[src/rtl/svbt_pkg.sv]
// Shared types, codes and defaults for the sparse voxel boundary table.
package svbt_pkg;

    localparam int TableEntriesDef = 256;
    localparam int CoordBitsDef    = 16;

    // operation codes
    typedef enum logic [1:0] {
        OP_UPDATE = 2'd0,
        OP_LOOKUP = 2'd1,
        OP_CLEAR  = 2'd2,
        OP_IDLE   = 2'd3
    } op_e;

    // boundary kinds
    localparam logic [1:0] KIND_NONE     = 2'd0;
    localparam logic [1:0] KIND_FREE     = 2'd1;
    localparam logic [1:0] KIND_FRONTIER = 2'd2;
    localparam logic [1:0] KIND_OCCUPIED = 2'd3;

    // grid states
    localparam logic [1:0] GRID_UNKNOWN  = 2'd0;
    localparam logic [1:0] GRID_FREE     = 2'd1;
    localparam logic [1:0] GRID_OCCUPIED = 2'd2;

    typedef enum logic [1:0] {
        ST_CLEAR  = 2'd0,
        ST_IDLE   = 2'd1,
        ST_SCAN   = 2'd2,
        ST_FINISH = 2'd3
    } state_e;

    typedef struct packed {
        logic [1:0]        operation;
        logic signed [15:0] cell_x;
        logic signed [15:0] cell_y;
        logic signed [15:0] cell_z;
        logic [1:0]        boundary_kind;
    } item_t;

    typedef struct packed {
        logic [1:0]  grid_state;
        logic [1:0]  found_kind;
        logic        changed;
        logic        table_full;
        logic [31:0] change_count;
    } result_t;

    // classified job control travelling from front to back
    typedef struct packed {
        op_e        op;
        logic [1:0] kind;
    } job_ctl_t;

    function automatic logic [1:0] state_of(input logic [1:0] kind);
        logic [1:0] g;
        g = GRID_UNKNOWN;
        if (kind == KIND_FREE)
            g = GRID_FREE;
        else if (kind == KIND_OCCUPIED)
            g = GRID_OCCUPIED;
        return g;
    endfunction

endpackage

[src/rtl/svbt_front.sv]
// Front end: accepts words, forms biased coordinate keys, two-deep job queue.
module svbt_front #(
    parameter int COORD_BITS = svbt_pkg::CoordBitsDef
) (
    input  logic                   clk,
    input  logic                   rst_n,
    input  logic                   item_valid,
    output logic                   item_stall,
    input  svbt_pkg::item_t        item,
    input  logic                   pop,
    output logic                   job_valid,
    output svbt_pkg::job_ctl_t     job_ctl,
    output logic [COORD_BITS-1:0]  job_x,
    output logic [COORD_BITS-1:0]  job_y,
    output logic [COORD_BITS-1:0]  job_z
);

    localparam int KW = COORD_BITS;

    // wrap to KW bits two's complement, flip sign so unsigned compare orders
    function automatic logic [KW-1:0] key_of(input logic signed [15:0] c);
        logic signed [31:0] s;
        logic [KW-1:0]      k;
        s = 32'(c);
        k = s[KW-1:0];
        k[KW-1] = ~k[KW-1];
        return k;
    endfunction

    svbt_pkg::job_ctl_t q_ctl_reg [2];
    logic [KW-1:0]      q_x_reg [2];
    logic [KW-1:0]      q_y_reg [2];
    logic [KW-1:0]      q_z_reg [2];
    logic               wr_ptr_reg, wr_ptr_next;
    logic               rd_ptr_reg, rd_ptr_next;
    logic [1:0]         count_reg, count_next;
    logic               push;

    assign item_stall = (count_reg == 2'd2);
    assign push       = item_valid && !item_stall;
    assign job_valid  = (count_reg != 2'd0);
    assign job_ctl    = q_ctl_reg[rd_ptr_reg];
    assign job_x      = q_x_reg[rd_ptr_reg];
    assign job_y      = q_y_reg[rd_ptr_reg];
    assign job_z      = q_z_reg[rd_ptr_reg];

    // queue pointers and fill
    always_comb
    begin
        wr_ptr_next = wr_ptr_reg ^ push;
        rd_ptr_next = rd_ptr_reg ^ (pop && job_valid);
        count_next  = count_reg + 2'(push) - 2'(pop && job_valid);
    end

    always_ff @(posedge clk or negedge rst_n)
    begin
        if (!rst_n)
        begin
            wr_ptr_reg <= 1'b0;
            rd_ptr_reg <= 1'b0;
            count_reg  <= 2'd0;
        end
        else
        begin
            wr_ptr_reg <= wr_ptr_next;
            rd_ptr_reg <= rd_ptr_next;
            count_reg  <= count_next;
        end
    end

    // queue storage
    always_ff @(posedge clk)
    begin
        if (push)
        begin
            q_ctl_reg[wr_ptr_reg] <= '{op: svbt_pkg::op_e'(item.operation),
                                       kind: item.boundary_kind};
            q_x_reg[wr_ptr_reg]   <= key_of(item.cell_x);
            q_y_reg[wr_ptr_reg]   <= key_of(item.cell_y);
            q_z_reg[wr_ptr_reg]   <= key_of(item.cell_z);
        end
    end

endmodule

[config.mk]
export PLATFORM = sky130hd
export DESIGN_NAME = svbt_front
export DESIGN_NICKNAME = d
export VERILOG_FILES = /design/src/rtl/svbt_pkg.sv /design/src/rtl/svbt_front.sv
export SDC_FILE = /design/constraint.sdc
export NUM_CORES = 1
export LEC_CHECK = 0
export ABC_AREA = 1
export ABC_CLOCK_PERIOD_IN_PS = 5900
export BUFFER_PORTS_ARGS = -buffer_cell sky130_fd_sc_hd__buf_4
export CORE_MARGIN = 2
export CORE_UTILIZATION = 55
export DETAILED_ROUTE_END_ITERATION = 6
export PLACE_DENSITY = 0.87
export SKIP_CTS_REPAIR_TIMING = 1
export SLEW_MARGIN = 10
export SYNTH_ARGS = -nofsm -noshare
export SYNTH_HDL_FRONTEND = slang
export SYNTH_SLANG_ARGS = --single-unit
[constraint.sdc]
create_clock -name clk -period 5.9 [get_ports clk]
set_clock_uncertainty 0.2 [all_clocks]
set_input_delay 0.295 -clock clk [delete_from_list [all_inputs] [get_ports clk]]
set_output_delay 0.295 -clock clk [all_outputs]
set_load 0.01 [all_outputs]
==> impl_metrics.toml, run 1 <==
[synthesis]
synth_top_family_by_area = "simple AND/OR/NAND/NOR gates"
synth_xor_xnor_area_share_pct = 0
synth.most_common_cell = "nand2_1"
synth_seq_area_share_pct = 79.19
avgSynthCellArea_um2 = 13.34
synth_cells = 305
synth-seq-cells = 108
synth_area_um2 = 4070
yosys.area.top_type = "edfxtp_1"
synthMuxAreaShare_pct = 0
synthArstFlopShare_pct = 3.704
synth_top_area_share_pct = 76.73
synth_compound_area_share_pct = 0.1230
yosys_warnings = 0
synth_flop_cell = "edfxtp_1"
synth_nets = 365
synthAdderAreaFrac_pct = 1.230
synthTopCellsByCount = "nand2_1 (165), edfxtp_1 (104), inv_1 (12)"
synth.distinct_cells = 11
synth_edf_count = 104
synth-simple-area-share_pct = 15.55
synth.area.top_cells = "edfxtp_1 (77%), nand2_1 (15%), dfrtp_1 (2.5%)"

[setup_path]
critPathMaxFanout = 54
reg2reg_slack_ns = 3.56
endpoint_kind = "output port"
r2r-start = "count_reg[1]"
cp_data_arrival_time_ns = 2.25
r2r_cells = 5
worstSetupPathType = "reg2out"
reg2reg_to = "q_y_reg[0][13]"
critPathRequiredTime_ns = 5.41
crit_path_start_kind = "flop"

[clock_network]
clockRootBuffer = "clkbuf_8"
htree_num_levels = 3
cts_tree = "done"
cts.sinks = 108
clk_path_buf_depth = 2
clock_latency_ns = 0.35
path_clk_slew_ns = 0.09
cts_inserted_buffers = 9

[cells_and_area]
num-fill-cells = 410
final_area_um2 = 5627
area_delta_synth_final_pct = 38.24
seqCellArea_um2 = 3224
diodes = 0
multi_input_area_um2 = 693.2
drive_above_1_share_pct = 27.81
fin_nets = 526

[power_and_ir_drop]
p_sw_mw = 0.8494
peakVddDrop_mv = 0.2462
seqPwrFrac_pct = 46.4
pwr-share-clk_pct = 17.7
internal-power_mw = 1.632
powerDensity_nw_per_um2 = 441.0
p_leak_nw = 2.446
pwr-share-comb_pct = 35.8
swShare_pct = 34.23

[hold_path]
min_to = "rd_ptr_reg"
hp-class = "in2reg"
min-delay-start = "pop"
min_path_cells = 3

[floorplan]
die_x_um = 90.03
start_util_pct = 56.42
die-height_um = 90.03
core_um2 = 7214
io_pins = 110
die_area_um2 = 8105
rows = 31

[routing]
route.vias.total = 2759
drt_iter0_markers = 134
wire_per_inst_um = 15.15
drtAntennaViolNets = 0
vias_per_cell = 4.840
drt_pass1_iterations = 5
drc = 0
finalWirelength_um = 8633

[timing]
tightest_slew_ns = 1.053
hold_viol_final = 1
fin_crit_sh_pct = 46.47
hold_ws_ns = -0.005859
slew_headroom_pct = 29.80
rsz0062_at_grt = "false"
drv_slew = 0
max_freq_ghz = 0.3647
period_minus_slack_ns = 2.742
setup_violations = 0
setup-tns-final_ns = 0

[global_route]
grt_pass1_wl_um = 11720
grt.overflow.total = 0
grt_pass1_vias = 2547
grtUsageTotal_pct = 18.25
antenna_found_initial = 0
grt_max_degree = 55

[place]
gp_congestion = 0.6836
placed_cell_area_um2 = 4928
port_buffers = 109
hpwlAfterDp_um = 4793

[job]
cap_violations = 0

[run_status]
violations = "negative hold slack"
status = "finished, violations left"
[how the worst max path moves through the flow]
stage,start,endpoint
after global routing,rd_ptr_reg,job_x[12]
after CTS,rd_ptr_reg,job_ctl[0]
final,rd_ptr_reg,job_x[12]
after floorplan,count_reg[1],q_ctl_reg[1][0]
after global placement,count_reg[1],q_y_reg[1][9]
after detailed placement,count_reg[1],q_y_reg[1][2]
[logic make-up after synthesis]
| group | after synthesis |
|---|---|
| adders and majority gates | 4 |
| buffers and inverters | 24 |
| DFF | 108 |
| AOI/OAI and AO/OA | 1 |
| and+or+nand+nor | 168 |
[metrics by stage]
step / setup slack [ns] / power (mW) / hold WS, ns / instances / utilization (%)
3_3_place_gp: 3.624 / 1.985 / -0.1071 / 504 / 68.31
3_5_place_dp: 3.553 / 2.019 / -0.1054 / 504 / 68.31
2_1_floorplan: 3.373 / 1.632 / -0.2006 / 305 / -
6_report: 3.158 / 2.481 / -0.005859 / 570 / 77.99
5_1_grt: 2.989 / 2.624 / -0.0006918 / 570 / 77.99
4_1_cts: 3.211 / 2.450 / -0.4924 / 520 / 71.05
[worst max-delay path, cell delays in order (launching register included)]
cell,delay [ns]
dfrtp_2,1.07
inv_6,0.35
nand2_1,0.20
nand2_1,0.10
buf_4,0.15
[area by class of cell]
class                      count  share of cell area [%]
sequential                   108                   57.30
timing repair buffer         161                   23.70
multi-input combinational    173                   12.32
clock buffer                   9                   2.201
tap                           99                   2.201
clock inverter                 7                   1.312
inverter                      13                  0.9562
[per-layer routing]
layer | global-route usage (%) | routed length (um) | vias up
li1 | - | - | 1332
met1 | 22.65 | 3348 | 1304
met2 | 31.33 | 4705 | 109
met3 | 4.443 | 436 | 14
met4 | 6.667 | 142 | 0
met5 | 0 | 0 | -
[power by group through the flow]
| stage | Combinational [mW] | Clock [mW] | Sequential (mW) |
|---|---|---|---|
| 3_3_place_gp | 0.828 | 0 | 1.16 |
| 5_1_grt | 0.978 | 0.476 | 1.17 |
| 6_report | 0.889 | 0.440 | 1.15 |
| 4_1_cts | 0.858 | 0.444 | 1.15 |
| 2_1_floorplan | 0.527 | 0 | 1.10 |
| 3_5_place_dp | 0.853 | 0 | 1.17 |
[placed cells by master (no fill, tap or decap), drive strengths merged]
| master | synthesis | layout |
|---|---|---|
| nand2 | 165 | 165 |
| clkinv | 0 | 3 |
| edfxtp | 104 | 104 |
| o21ai | 1 | 1 |
| buf | 11 | 111 |
| nor2 | 1 | 1 |
| clkbuf | 0 | 9 |
| clkinvlp | 0 | 1 |
| ha | 4 | 4 |
| inv | 13 | 15 |
| nand3 | 2 | 2 |
| bufinv | 0 | 1 |
| dlygate4sd3 | 0 | 50 |
| dfrtp | 4 | 4 |
No activity file was read; power rests on OpenSTA's default activity.
==> run 2: changes to the inputs <==
--- a/config.mk
+++ b/config.mk
@@ -6,12 +6,12 @@
 export NUM_CORES = 1
 export LEC_CHECK = 0
 export ABC_AREA = 1
-export ABC_CLOCK_PERIOD_IN_PS = 5900
+export ABC_CLOCK_PERIOD_IN_PS = 2300
 export BUFFER_PORTS_ARGS = -buffer_cell sky130_fd_sc_hd__buf_4
 export CORE_MARGIN = 2
-export CORE_UTILIZATION = 55
+export CORE_UTILIZATION = 47
 export DETAILED_ROUTE_END_ITERATION = 6
-export PLACE_DENSITY = 0.87
+export PLACE_DENSITY = 0.8
 export SKIP_CTS_REPAIR_TIMING = 1
 export SLEW_MARGIN = 10
 export SYNTH_ARGS = -nofsm -noshare
==> constraint.sdc (replaced) <==
create_clock -name clk -period 2.3 [get_ports clk]
set_clock_uncertainty 0.2 [all_clocks]
set_input_delay 0.115 -clock clk [delete_from_list [all_inputs] [get_ports clk]]
set_output_delay 0.115 -clock clk [all_outputs]
set_load 0.01 [all_outputs]
==> run 2 against run 1 <==
Net effect:
- via count down 3.2%
- final area up 1.9%
- largest power group unchanged
- total power rose to 2.6 times the previous value
- cell count up 2.6%
- critical endpoint is now q_y_reg[0][6]
- global-route usage down 2.7 points
- sequential power up 140%
- flip-flop and latch count unchanged
- the flow now finishes without violations
- setup slack worse by 2.7 ns
- utilization down 8.9 points
- critical path depth up 1
- sequential share of layout area down 1.1 points
- clock-buffer cell count up 1
==> impl_metrics.toml, run 2 (synthesized netlist as in run 1, its figures left out) <==
[global_route]
grt_use_met1_pct = 18.31
grt.overflow.total = 0
antenna_found_initial = 0
grt_pass1_wl_um = 11600
met2_usage_pct = 27.35
grt_max_degree = 54
grt.busiest_layer = "met2"
grt_pass1_vias = 2504
use_met3_pct = 4.532
grtUsageTotal_pct = 15.59

[timing]
slew_headroom_pct = 74.30
period_minus_slack_ns = 1.821
setup_violations = 0
max_freq_ghz = 0.5491
rsz0062_at_grt = "false"
tightest_slew_ns = 0.3855
drv_slew = 0
fin_crit_sh_pct = 79.18
hold_viol_final = 0
setup_ws_ns = 0.4789

[power_and_ir_drop]
power_mw = 6.413
pwr-share-clk_pct = 18.9
swShare_pct = 32.74
powerDensity_nw_per_um2 = 1119
p_leak_nw = 2.491
seqPwrFrac_pct = 43.8
pwr-share-comb_pct = 37.4
internal-power_mw = 4.313
p_sw_mw = 2.100
peakVddDrop_mv = 0.6085

[routing]
drtAntennaViolNets = 0
drt_pass1_iterations = 4
drt_iter0_markers = 97
route.vias.total = 2671
wire_per_inst_um = 13.57
finalWirelength_um = 7938
drc = 0
vias_per_cell = 4.566

[floorplan]
core_um2 = 8299
io_pins = 110
die-height_um = 97.06
die_x_um = 97.06
rows = 33
die_area_um2 = 9421
start_util_pct = 49.04

[clock_network]
cts_tree = "done"
clk_path_buf_depth = 2
path_clk_slew_ns = 0.10
cts_inserted_buffers = 9
cts.sinks = 108
clockRootBuffer = "clkbuf_8"
htree_num_levels = 3
clock_latency_ns = 0.35

[job]
cap_violations = 0

[setup_path]
r2r_cells = 5
reg2reg_to = "q_y_reg[0][6]"
critPathRequiredTime_ns = 2.11
cp_data_arrival_time_ns = 1.63
crit_chain = "inv_1 -> o21ai_0 -> inv_1 -> ha_2 -> buf_4"
reg2reg_slack_ns = 0.48
crit_family = "buffers and inverters"
path_depth = 5
r2r-start = "count_reg[1]"
max_stage_delay_ns = 0.39
critPathMaxFanout = 29
crit_path_start_kind = "flop"
worstSetupPathType = "reg2reg"
endpoint_kind = "flop"
worst_path_max_delay_cell = "dfrtp_1"
timing.critical_path.mode_cell = "inv_1"
path_buf_inv = 3

[place]
gp_congestion = 0.7806
port_buffers = 109
hpwlAfterDp_um = 4661
pre_cts_ws_ns = 0.4545
placed_cell_area_um2 = 4966

[hold_path]
min_path_cells = 5
min-delay-start = "item_valid"
min_to = "wr_ptr_reg"
hp-class = "in2reg"

[cells_and_area]
fin_nets = 535
area_delta_synth_final_pct = 40.85
diodes = 0
final_common_cell = "nand2_1"
most-common-layout-cells = "nand2_1 (165), buf_4 (115), edfxtp_1 (104), dlygate4sd3_1 (55), inv_1 (12)"
drive_above_1_share_pct = 27.71
final_area_um2 = 5733

[run_status]
status = "complete, no violations"
[run 2: cell types whose count changed in the layout (fill, tap and decap cells not counted), moves of 2 or more]
cell and delta:
dlygate4sd3_1 +5, buf_4 +4, clkinv_2 -2, inv_6 -2
[run 2: stage by stage]
| step | hold WS (ns) | utilization (%) | std cells | TNS (ns) |
|---|---|---|---|---|
| after floorplan | -0.3806 | - | 305 | -23.61 |
| final | 0.05596 | 69.08 | 585 | 0 |
| after global routing | 0.08011 | 69.08 | 585 | 0 |
| after global placement | -0.2841 | 59.84 | 514 | 0 |
| after detailed placement | -0.2823 | 59.84 | 514 | 0 |
| after CTS | -0.6676 | 62.45 | 530 | 0 |
[run 2: layout make-up]
type / instances / area, um^2
clock buffers: 10 / 127.6
clock inverters: 6 / 88.84
fillers: 583 / 2566
inverters: 13 / 53.80
multi-input cells: 173 / 693.2
flip-flops and latches: 108 / 3224
well taps: 105 / 131.4
repair buffers: 170 / 1414
[run 2: tightest hold or removal path, stage by stage]
cell     delay, ns
buf_4         0.07
o21ai_0       0.11
inv_1         0.11
ha_2          0.14
inv_1         0.03
[run 2: power by group through the flow]
| stage | sequential, mW | clock, mW | combinational [mW] |
|---|---|---|---|
| floorplan | 2.83 | 0 | 1.35 |
| global placement | 2.83 | 0 | 2.30 |
| detailed placement | 2.85 | 0 | 2.34 |
| CTS | 2.81 | 1.23 | 2.35 |
| global route | 2.84 | 1.32 | 2.67 |
| finish | 2.81 | 1.21 | 2.40 |
[run 2: worst max-delay path by stage]
stage	from	end
6_report	count_reg[1]	q_y_reg[0][6]
5_1_grt	count_reg[1]	q_z_reg[0][15]
4_1_cts	count_reg[1]	q_x_reg[0][6]
3_5_place_dp	count_reg[1]	q_ctl_reg[0][1]
3_3_place_gp	count_reg[1]	q_x_reg[0][11]
2_1_floorplan	count_reg[1]	q_ctl_reg[1][0]
[run 2: metal layers]
metal,wire [um],vias up
met2,4261,80
met3,323,14
met5,0,-
met1,3232,1228
li1,-,1349
met4,121,0
==> run 3: changes to the inputs <==
--- a/config.mk
+++ b/config.mk
@@ -6,12 +6,12 @@
 export NUM_CORES = 1
 export LEC_CHECK = 0
 export ABC_AREA = 1
-export ABC_CLOCK_PERIOD_IN_PS = 2300
+export ABC_CLOCK_PERIOD_IN_PS = 1700
 export BUFFER_PORTS_ARGS = -buffer_cell sky130_fd_sc_hd__buf_4
 export CORE_MARGIN = 2
-export CORE_UTILIZATION = 47
+export CORE_UTILIZATION = 52
 export DETAILED_ROUTE_END_ITERATION = 6
-export PLACE_DENSITY = 0.8
+export PLACE_DENSITY = 0.83
 export SKIP_CTS_REPAIR_TIMING = 1
 export SLEW_MARGIN = 10
 export SYNTH_ARGS = -nofsm -noshare
==> constraint.sdc (replaced) <==
create_clock -name clk -period 1.7 [get_ports clk]
set_clock_uncertainty 0.2 [all_clocks]
set_input_delay 0.085 -clock clk [delete_from_list [all_inputs] [get_ports clk]]
set_output_delay 0.085 -clock clk [all_outputs]
set_load 0.01 [all_outputs]
==> run 3 against run 2 <==
Net effect:
- the run now ends with negative setup slack left
- fmax rose by 2.7%
- die area decreased by 9.2%
- global-route usage is 2.6 points higher
- first-iteration DRC count is 62% higher
- sequential share of layout area is 5.7 points lower
- critical path depth increased by 5
- clock-buffer cell count down 1
- wire length up 35%
- clock power increased by 23%
- largest cell class unchanged
- largest power group is now combinational cells
- highest routed layer unchanged
==> impl_metrics.toml, run 3 (synthesized netlist as in run 1, its figures left out) <==
[floorplan]
die_x_um = 92.47
core_um2 = 7647
die-height_um = 92.47
io_pins = 110
start_util_pct = 53.22
rows = 32
die_area_um2 = 8551

[global_route]
antenna_found_initial = 0
grt_max_degree = 54
grt_pass1_wl_um = 11520
grt_pass1_vias = 2403
grt.overflow.total = 0
grtUsageTotal_pct = 18.18

[setup_path]
crit_chain = "inv_2 -> nand2_4 -> nand2_2 -> inv_1 -> ha_1 -> inv_1 -> ha_1 -> inv_1 -> nand2_1 -> nand2_1"
cp_data_arrival_time_ns = 1.83
crit_path_start_kind = "flop"
max_stage_delay_ns = 0.41
path_buf_inv = 4
worst_path_max_delay_cell = "dfrtp_1"
critPathMaxFanout = 4
worstSetupPathType = "reg2reg"
endpoint_kind = "flop"
crit_family = "adder cells"
timing.critical_path.mode_cell = "inv_1"
critPathRequiredTime_ns = 1.76

[timing]
hold_viol_final = 0
setup_violations = 84
tightest_slew_ns = 0.2614
setup_ws_ns = -0.07285
setup-tns-final_ns = -1.471
period_minus_slack_ns = 1.773
fin_crit_sh_pct = 104.3
drv_slew = 0
rsz0062_at_grt = "true"
max_freq_ghz = 0.5641
slew_headroom_pct = 82.45

[clock_network]
htree_num_levels = 3
cts_tree = "done"
clockRootBuffer = "clkbuf_8"
clk_path_buf_depth = 2
path_clk_slew_ns = 0.10
cts_inserted_buffers = 9
cts.sinks = 108
clock_latency_ns = 0.36

[power_and_ir_drop]
peakVddDrop_mv = 1.154
power_mw = 10.34
p_leak_nw = 2.714
powerDensity_nw_per_um2 = 1620

[job]
cap_violations = 0

[cells_and_area]
finalNonFillerCells = 594
fin_nets = 548
diodes = 0
area_delta_synth_final_pct = 56.75
drive_above_1_share_pct = 43.90
final_common_cell = "edfxtp_1"
most-common-layout-cells = "edfxtp_1 (104), nand2_1 (95), buf_4 (77), nand2_2 (57), dlygate4sd3_1 (56)"

[place]
pre_cts_ws_ns = 0.05479
gp_congestion = 0.7020
placedCellCount = 512
port_buffers = 109
hpwlAfterDp_um = 5216

[routing]
wire_per_inst_um = 18.04
drc = 0
finalWirelength_um = 10710
vias_per_cell = 4.936
drt_iter0_markers = 157
drt_pass1_iterations = 4
route.vias.total = 2932
drtAntennaViolNets = 0

[run_status]
violations = "negative setup slack"
status = "finished, violations left"

[hold_path]
hp-class = "in2reg"
[run 3: cell type report]
cell class / instances / area (um^2)
fill: 348 / 1267
clock inverter: 6 / 56.30
multi-input combinational: 173 / 953.4
clock buffer: 9 / 123.9
timing repair inverter: 1 / 16.27
inverter: 13 / 75.07
timing repair buffer: 182 / 1800
sequential: 108 / 3227
tap: 102 / 127.6
[run 3: worst paths after layout]
check	from	end	slack (ns)	cells after the start
setup reg to reg	count_reg[1]	count_reg[1]	-0.07	10
min in group asynchronous	rst_n	wr_ptr_reg	0.50	3
hold reg to reg	count_reg[0]	count_reg[0]	0.43	1
max in group asynchronous	rst_n	rd_ptr_reg	0.59	3
hold / removal	item[42]	q_x_reg[1][8]	0.23	2
setup / recovery	count_reg[1]	count_reg[1]	-0.07	10
[run 3: layer usage]
layer  GRT usage, %  vias to the layer above  routed length [um]
li1               -                     1375                   -
met4          6.716                        0                 332
met5              0                        -                   0
met1          21.78                     1394                3923
met2          30.41                      131                5749
met3          6.509                       32                 709
[run 3: metrics by stage]
step                instance area, um^2  util [%]  hold WS (ns)
floorplan                          4095         -       -0.4106
global placement                   5040     65.90       -0.3147
detailed placement                 5040     65.90       -0.3136
CTS                                5220     68.26       -0.7058
global route                       6380     83.43        0.2252
finish                             6380     83.43        0.2311
[run 3: power by group]
part	internal (mW)	switching, mW
clock	0.659	0.831
sequential	3.65	0.253
combinational	2.35	2.59
total	6.66	3.68
